## src/rtl/core/ffra_ram.sv

```systemverilog
module ffra_ram #(
  parameter int Width = 8,
  parameter int Depth = 2,
  localparam int AW = (Depth > 1) ? $clog2(Depth) : 1
) (
  input  logic             clk_i,
  input  logic             we_i,
  input  logic [AW-1:0]    waddr_i,
  input  logic [Width-1:0] wdata_i,
  input  logic [AW-1:0]    raddr_i,
  output logic [Width-1:0] rdata_o
);

  logic [Width-1:0] mem_q [Depth];
  logic [Width-1:0] rdata_q;

  always_ff @(posedge clk_i) begin
    if (we_i) begin
      mem_q[waddr_i] <= wdata_i;
    end
    rdata_q <= mem_q[raddr_i];
  end

  assign rdata_o = rdata_q;

endmodule

```

## config.mk

```make
export PLATFORM = sky130hd
export DESIGN_NAME = ffra_ram
export DESIGN_NICKNAME = d
export VERILOG_FILES = /design/src/rtl/core/ffra_ram.sv
export SDC_FILE = /design/constraint.sdc
export NUM_CORES = 1
export LEC_CHECK = 0
export BUFFER_PORTS_ARGS = -buffer_cell sky130_fd_sc_hd__buf_4
export CAP_MARGIN = 20
export CORE_MARGIN = 4
export CORE_UTILIZATION = 43
export CTS_BUF_LIST = sky130_fd_sc_hd__clkbuf_2 sky130_fd_sc_hd__clkbuf_4 sky130_fd_sc_hd__clkbuf_8
export DETAILED_ROUTE_END_ITERATION = 16
export GPL_TIMING_DRIVEN = 0
export PLACE_DENSITY_LB_ADDON = 0.15
export SYNTH_ARGS = -nofsm -noshare
export SYNTH_HDL_FRONTEND = slang
export SYNTH_SLANG_ARGS = --single-unit
```

## constraint.sdc

```tcl
create_clock -name clk_i -period 0.8 [get_ports clk_i]
set_input_delay 0 -clock clk_i [delete_from_list [all_inputs] [get_ports clk_i]]
set_output_delay 0 -clock clk_i [all_outputs]
set_load 0.01 [all_outputs]
```

== After elaboration in Yosys (flattened, before gate mapping) ==
Memory sizes are Yosys's and may differ from the RTL's. A register that Yosys moved wholly into a read port is not among the register bits.
Index checks and enable logic that the tools add are counted.

* Output and inout port bits: 8
* Latch bits: 0
* Memory bits (read-only): 0
* Memory bits (writable): 16
* Bits in registers: 0
* Memories kept: 1

* Bitwise operators: 0
* Multipliers: 0
* Eq/ne operators: 0
* Reduce and logical (&&, ||, !) cells: 0
* $lt $le $gt $ge: 0
* Shifts and indexed selects: 0
* Multiplexer cells: 2
* Add/subtract/negate cells: 0
* Div/mod/pow operators: 0

{| class="wikitable"
|+ Memories
! memory !! depth !! width !! rd ports !! clocked after memory_dff !! write ports !! line !! RTL
|-
| mem_q || 2 || 8 || 1 || 1 || 1 || 14 || <nowiki>logic [Width-1:0] mem_q [Depth];</nowiki>
|}

{| class="wikitable"
|+ Operators by type and width
! kind !! number
|-
| $mux 1 || 2
|}

== Logic depth before layout (Yosys ltp) ==
* Depth after elaboration: 2
* Gate-level depth with buffers: 2
* Mapped depth without buffers: 1

== Worst setup path after synthesis ==
No wires, ideal clock.

* Kind: input -> register
* From: in we_i
* To: mem mem_q[0][0] (enable)
* Setup slack: 0.007 ns
* Library setup time: 0.373 ns
* Stages on the path: 1
* Arrival: 0.420 ns
* Cells stage by stage: nor2b_1

* Longest elaborated chain between the ends: 2

{| class="wikitable"
|+ Ends and longest elaborated chain
! element !! line !! RTL
|-
| from (decl) || 7 || <nowiki>input logic we_i,</nowiki>
|-
| $mux 1 || 18 || <nowiki>if (we_i) begin</nowiki>
|-
| $mux 1 (not written as such) || 19 || <nowiki>mem_q[waddr_i] <= wdata_i;</nowiki>
|-
| to (decl) || 14 ||
|}

No other way between the ends.

== Final worst setup path ==
* From: mem mem_q[0][7]
* To: reg rdata_q[7], in the netlist rdata_o[7] (read register of mem_q)

{| class="wikitable"
|+ RTL lines
! element !! line !! RTL
|-
| to (decl) || 15 || <nowiki>logic [Width-1:0] rdata_q;</nowiki>
|}

No word-level cell between the ends.

==> flow_results.org <==
** CTS
- Buffer depth of the longest clock path :: 2
- The tree built by TritonCTS fans out to 24 sinks.
- Total number of H-tree levels :: 1
- After clock tree synthesis, the clock-pin slew on the worst setup and hold paths is 0.13 ns.
- Clk_lat worst skew :: 0.31 ns
- Root buffer cell :: sky130_fd_sc_hd__clkbuf_4
- Cts bufs inserted :: 3
- CTS tree :: done
- Hold bufs inserted after CTS :: 8

** Synthesis
- Number of distinct library cells after synthesis :: 6
- Average cell area after synthesis :: 22.4 um^2
- Synthesis handed over a netlist of 35 instances.
- Post-synth design cell area :: 785 um^2
- Synthesis produced a netlist with a net count of 47.
- Proportion of synthesized chip area in sequential cells :: 0.817
- Register bit total from synthesis :: 24
- YS warnings :: 0

** Critical path
- List of cells traversed by the critical path :: mux2_4
- The worst setup path is captured at a flop.
- In this run the worst path has a maximum fanout of 1.
- In this run the register-to-register setup slack is 0.02 ns.
- Launching point of the worst reg2reg path :: mem_q[0][7]
- Crit path max-delay cell type :: sky130_fd_sc_hd__edfxtp_1
- Reg2Reg Depth :: 1
- WP buf/inv :: 0
- CP Class :: reg -> reg
- The worst register-to-register path ends at rdata_o[7].
- The worst setup path is launched from a flop.
- In this design, the stage delay of the slowest critical-path cell is 0.40 ns.
- Among cell families on the critical path, the largest total delay comes from flip-flops.
- At the worst endpoint, the arrival time is 0.97 ns.
- At the worst endpoint, the required time is 1.00 ns.

** Drt
- Post-DR wirelength/cell :: 12.6 um
- For this block, the routed nets add up to 1.14 mm of wire.
- Pre-Repair DR Iteration Count :: 2
- Once detail routing completed, the nets flagged for antenna violations numbered 0.
- Starting DRC count in detailed routing :: 2
- In the routed design, unresolved DRC markers number 0.
- Total number of vias :: 391
- After detailed routing, the number of vias per cell comes to 4.34.

** Global routing
- The via count of the first global-routing pass is 427.
- Wire length of the first global-routing pass :: 1.86 mm
- After global routing the overflow that remains totals 0.
- Largest net degree at the start of global routing :: 14
- All-Layer GR Usage :: 0.107
- The initial antenna violation count came to 0.

** Timing
- Slew headroom :: 0.512
- Dividing the final minimum period by the clock period gives 0.970.
- Slew Viols, Final :: 0
- Unrepaired setup endpoints after global routing :: true
- Timing would allow up to 1290 MHz.
- Final Hold Viols :: 0
- Slew at the pin closest to its max-slew limit :: 0.730 ns
- Min Clock Period, post-route :: 0.776 ns
- Worst clock skew :: 0.0126 ns
- Setup violations remaining at the end of the flow were counted as 0.

** Hold path
- Launch point of the worst hold path :: raddr_i
- The worst hold path terminates at rdata_o[1].
- Min-Delay Path Class :: in -> reg
- Min-Delay Path Depth :: 2

** Final layout
- At the end of the flow, the number of nets in the layout was 78.
- The area growth from synthesis to layout is 38.6%.
- Most frequent cells in the layout :: sky130_fd_sc_hd__edfxtp_1, sky130_fd_sc_hd__buf_4, sky130_fd_sc_hd__mux2_4, sky130_fd_sc_hd__dlygate4sd3_1, sky130_fd_sc_hd__buf_6
- The number of antenna diodes in the final layout is 0.
- Area of all placed cells without fillers :: 0.00109 mm^2
- The library cell used most frequently in the layout, excluding fill and tap cells, is sky130_fd_sc_hd__edfxtp_1.
- Of the cells placed in the final design, the portion with a size suffix greater than 1 is 0.554.

** Power and ir drop
- Total Power Consumption :: 2230 uW
- For this design the static power due to leakage is 0.000437 uW.
- IR analysis of the VDD net gives a maximum drop of 1160 uV.
- PwrDens :: 2050 mW/mm^2

** Place
- At the end of routability-driven placement, the weighted congestion stood at 0.609.
- Count of buffers inserted at the top-level ports :: 18
- After detailed placement, the total cell area comes to 951 um^2.

** Floorplanning
- The initial utilization of the core area, before any placement, comes to 0.454.
- The die covers 0.00257 mm^2.
- Die X-Extent :: 50.7 um
- In this run the count of I/O pins placed on the die edge is 20.
- After floorplanning, the core was sized to cover 0.00173 mm^2.
- Row generation in the floorplan step produced 15 rows.
- Die height :: 50.7 um

** Status
- The run finished with clean final reports.

** Job
- Max-cap violations :: 0
## how the worst max path moves through the flow
| stage | from | endpoint | slack [ns] | depth (start not counted) |
|---|---|---|---|---|
| 2_1_floorplan | we_i | mem_q[0][0] | 0.007 | 1 |
| 3_3_place_gp | waddr_i | mem_q[0][7] | -0.22 | 2 |
| 3_5_place_dp | waddr_i | mem_q[0][6] | -0.30 | 2 |
| 4_1_cts | mem_q[1][5] | rdata_o[5] | 0.02 | 1 |
| 5_1_grt | mem_q[0][7] | rdata_o[7] | -0.003 | 1 |
| 6_report | mem_q[0][7] | rdata_o[7] | 0.02 | 1 |
## cell type report
type	count	area, um^2
Sequential cell	24	648
Fill cell	147	639
Timing Repair Buffer	26	238
Multi-Input combinational cell	10	133
Tap cell	25	31.3
Clock buffer	3	22.5
Buffer	1	11.3
Clock inverter	1	3.75
## report_power, final
part,switching (uW),internal (uW)
Combinational,82.8,177
Clock,333,182
Sequential,29.9,1430
## what timing repair did
item                                    in CTS  in global routing
setup buffers                                0                  0
endpoints found under the setup margin       0                  7
resized for setup                            0                 12
endpoints found under the hold margin       16                  3
## state kept, by name, summed over array words and instances, names as in the netlist
signal,count
mem_q,16
rdata_o,8
## Yosys cell counts
| library cell | count | area, um^2 |
|---|---|---|
| sky130_fd_sc_hd__dfxtp_1 | 8 | 160 |
| sky130_fd_sc_hd__nor2b_1 | 1 | 6.26 |
| sky130_fd_sc_hd__edfxtp_1 | 16 | 480 |
| sky130_fd_sc_hd__mux2_4 | 8 | 120 |
| sky130_fd_sc_hd__and2_1 | 1 | 6.26 |
| sky130_fd_sc_hd__buf_6 | 1 | 11.3 |
## per-layer routing
layer  track usage  wire length [um]  vias up
li1              -                 -      188
met1        0.0981               390      187
met2         0.198               668       14
met3        0.0356                60        2
met4        0.0673                17        0
met5             0                 0        -
## metrics by stage
step,hold WS (ns),cells,utilization,TNS (ns),setup slack (ns)
after CTS,0.0105,90,0.612,0,0.0200
after detailed placement,0.189,78,0.551,-2.43,-0.304
after global routing,-0.00726,90,0.630,-0.00549,-0.00322
after global placement,0.185,78,0.551,-1.80,-0.225
after floorplan,0.0989,35,-,0,0.00656
final,0.00757,90,0.630,0,0.0243
## cell families (layout without fill, tap and decap cells)
group         Yosys count  count (layout)  synth area share
buf+inv                 1              31            0.0144
simple gates            2               2            0.0160
mux                     8               8             0.153
flops                  24              24             0.817
Power figures use the tool's default switching activity.
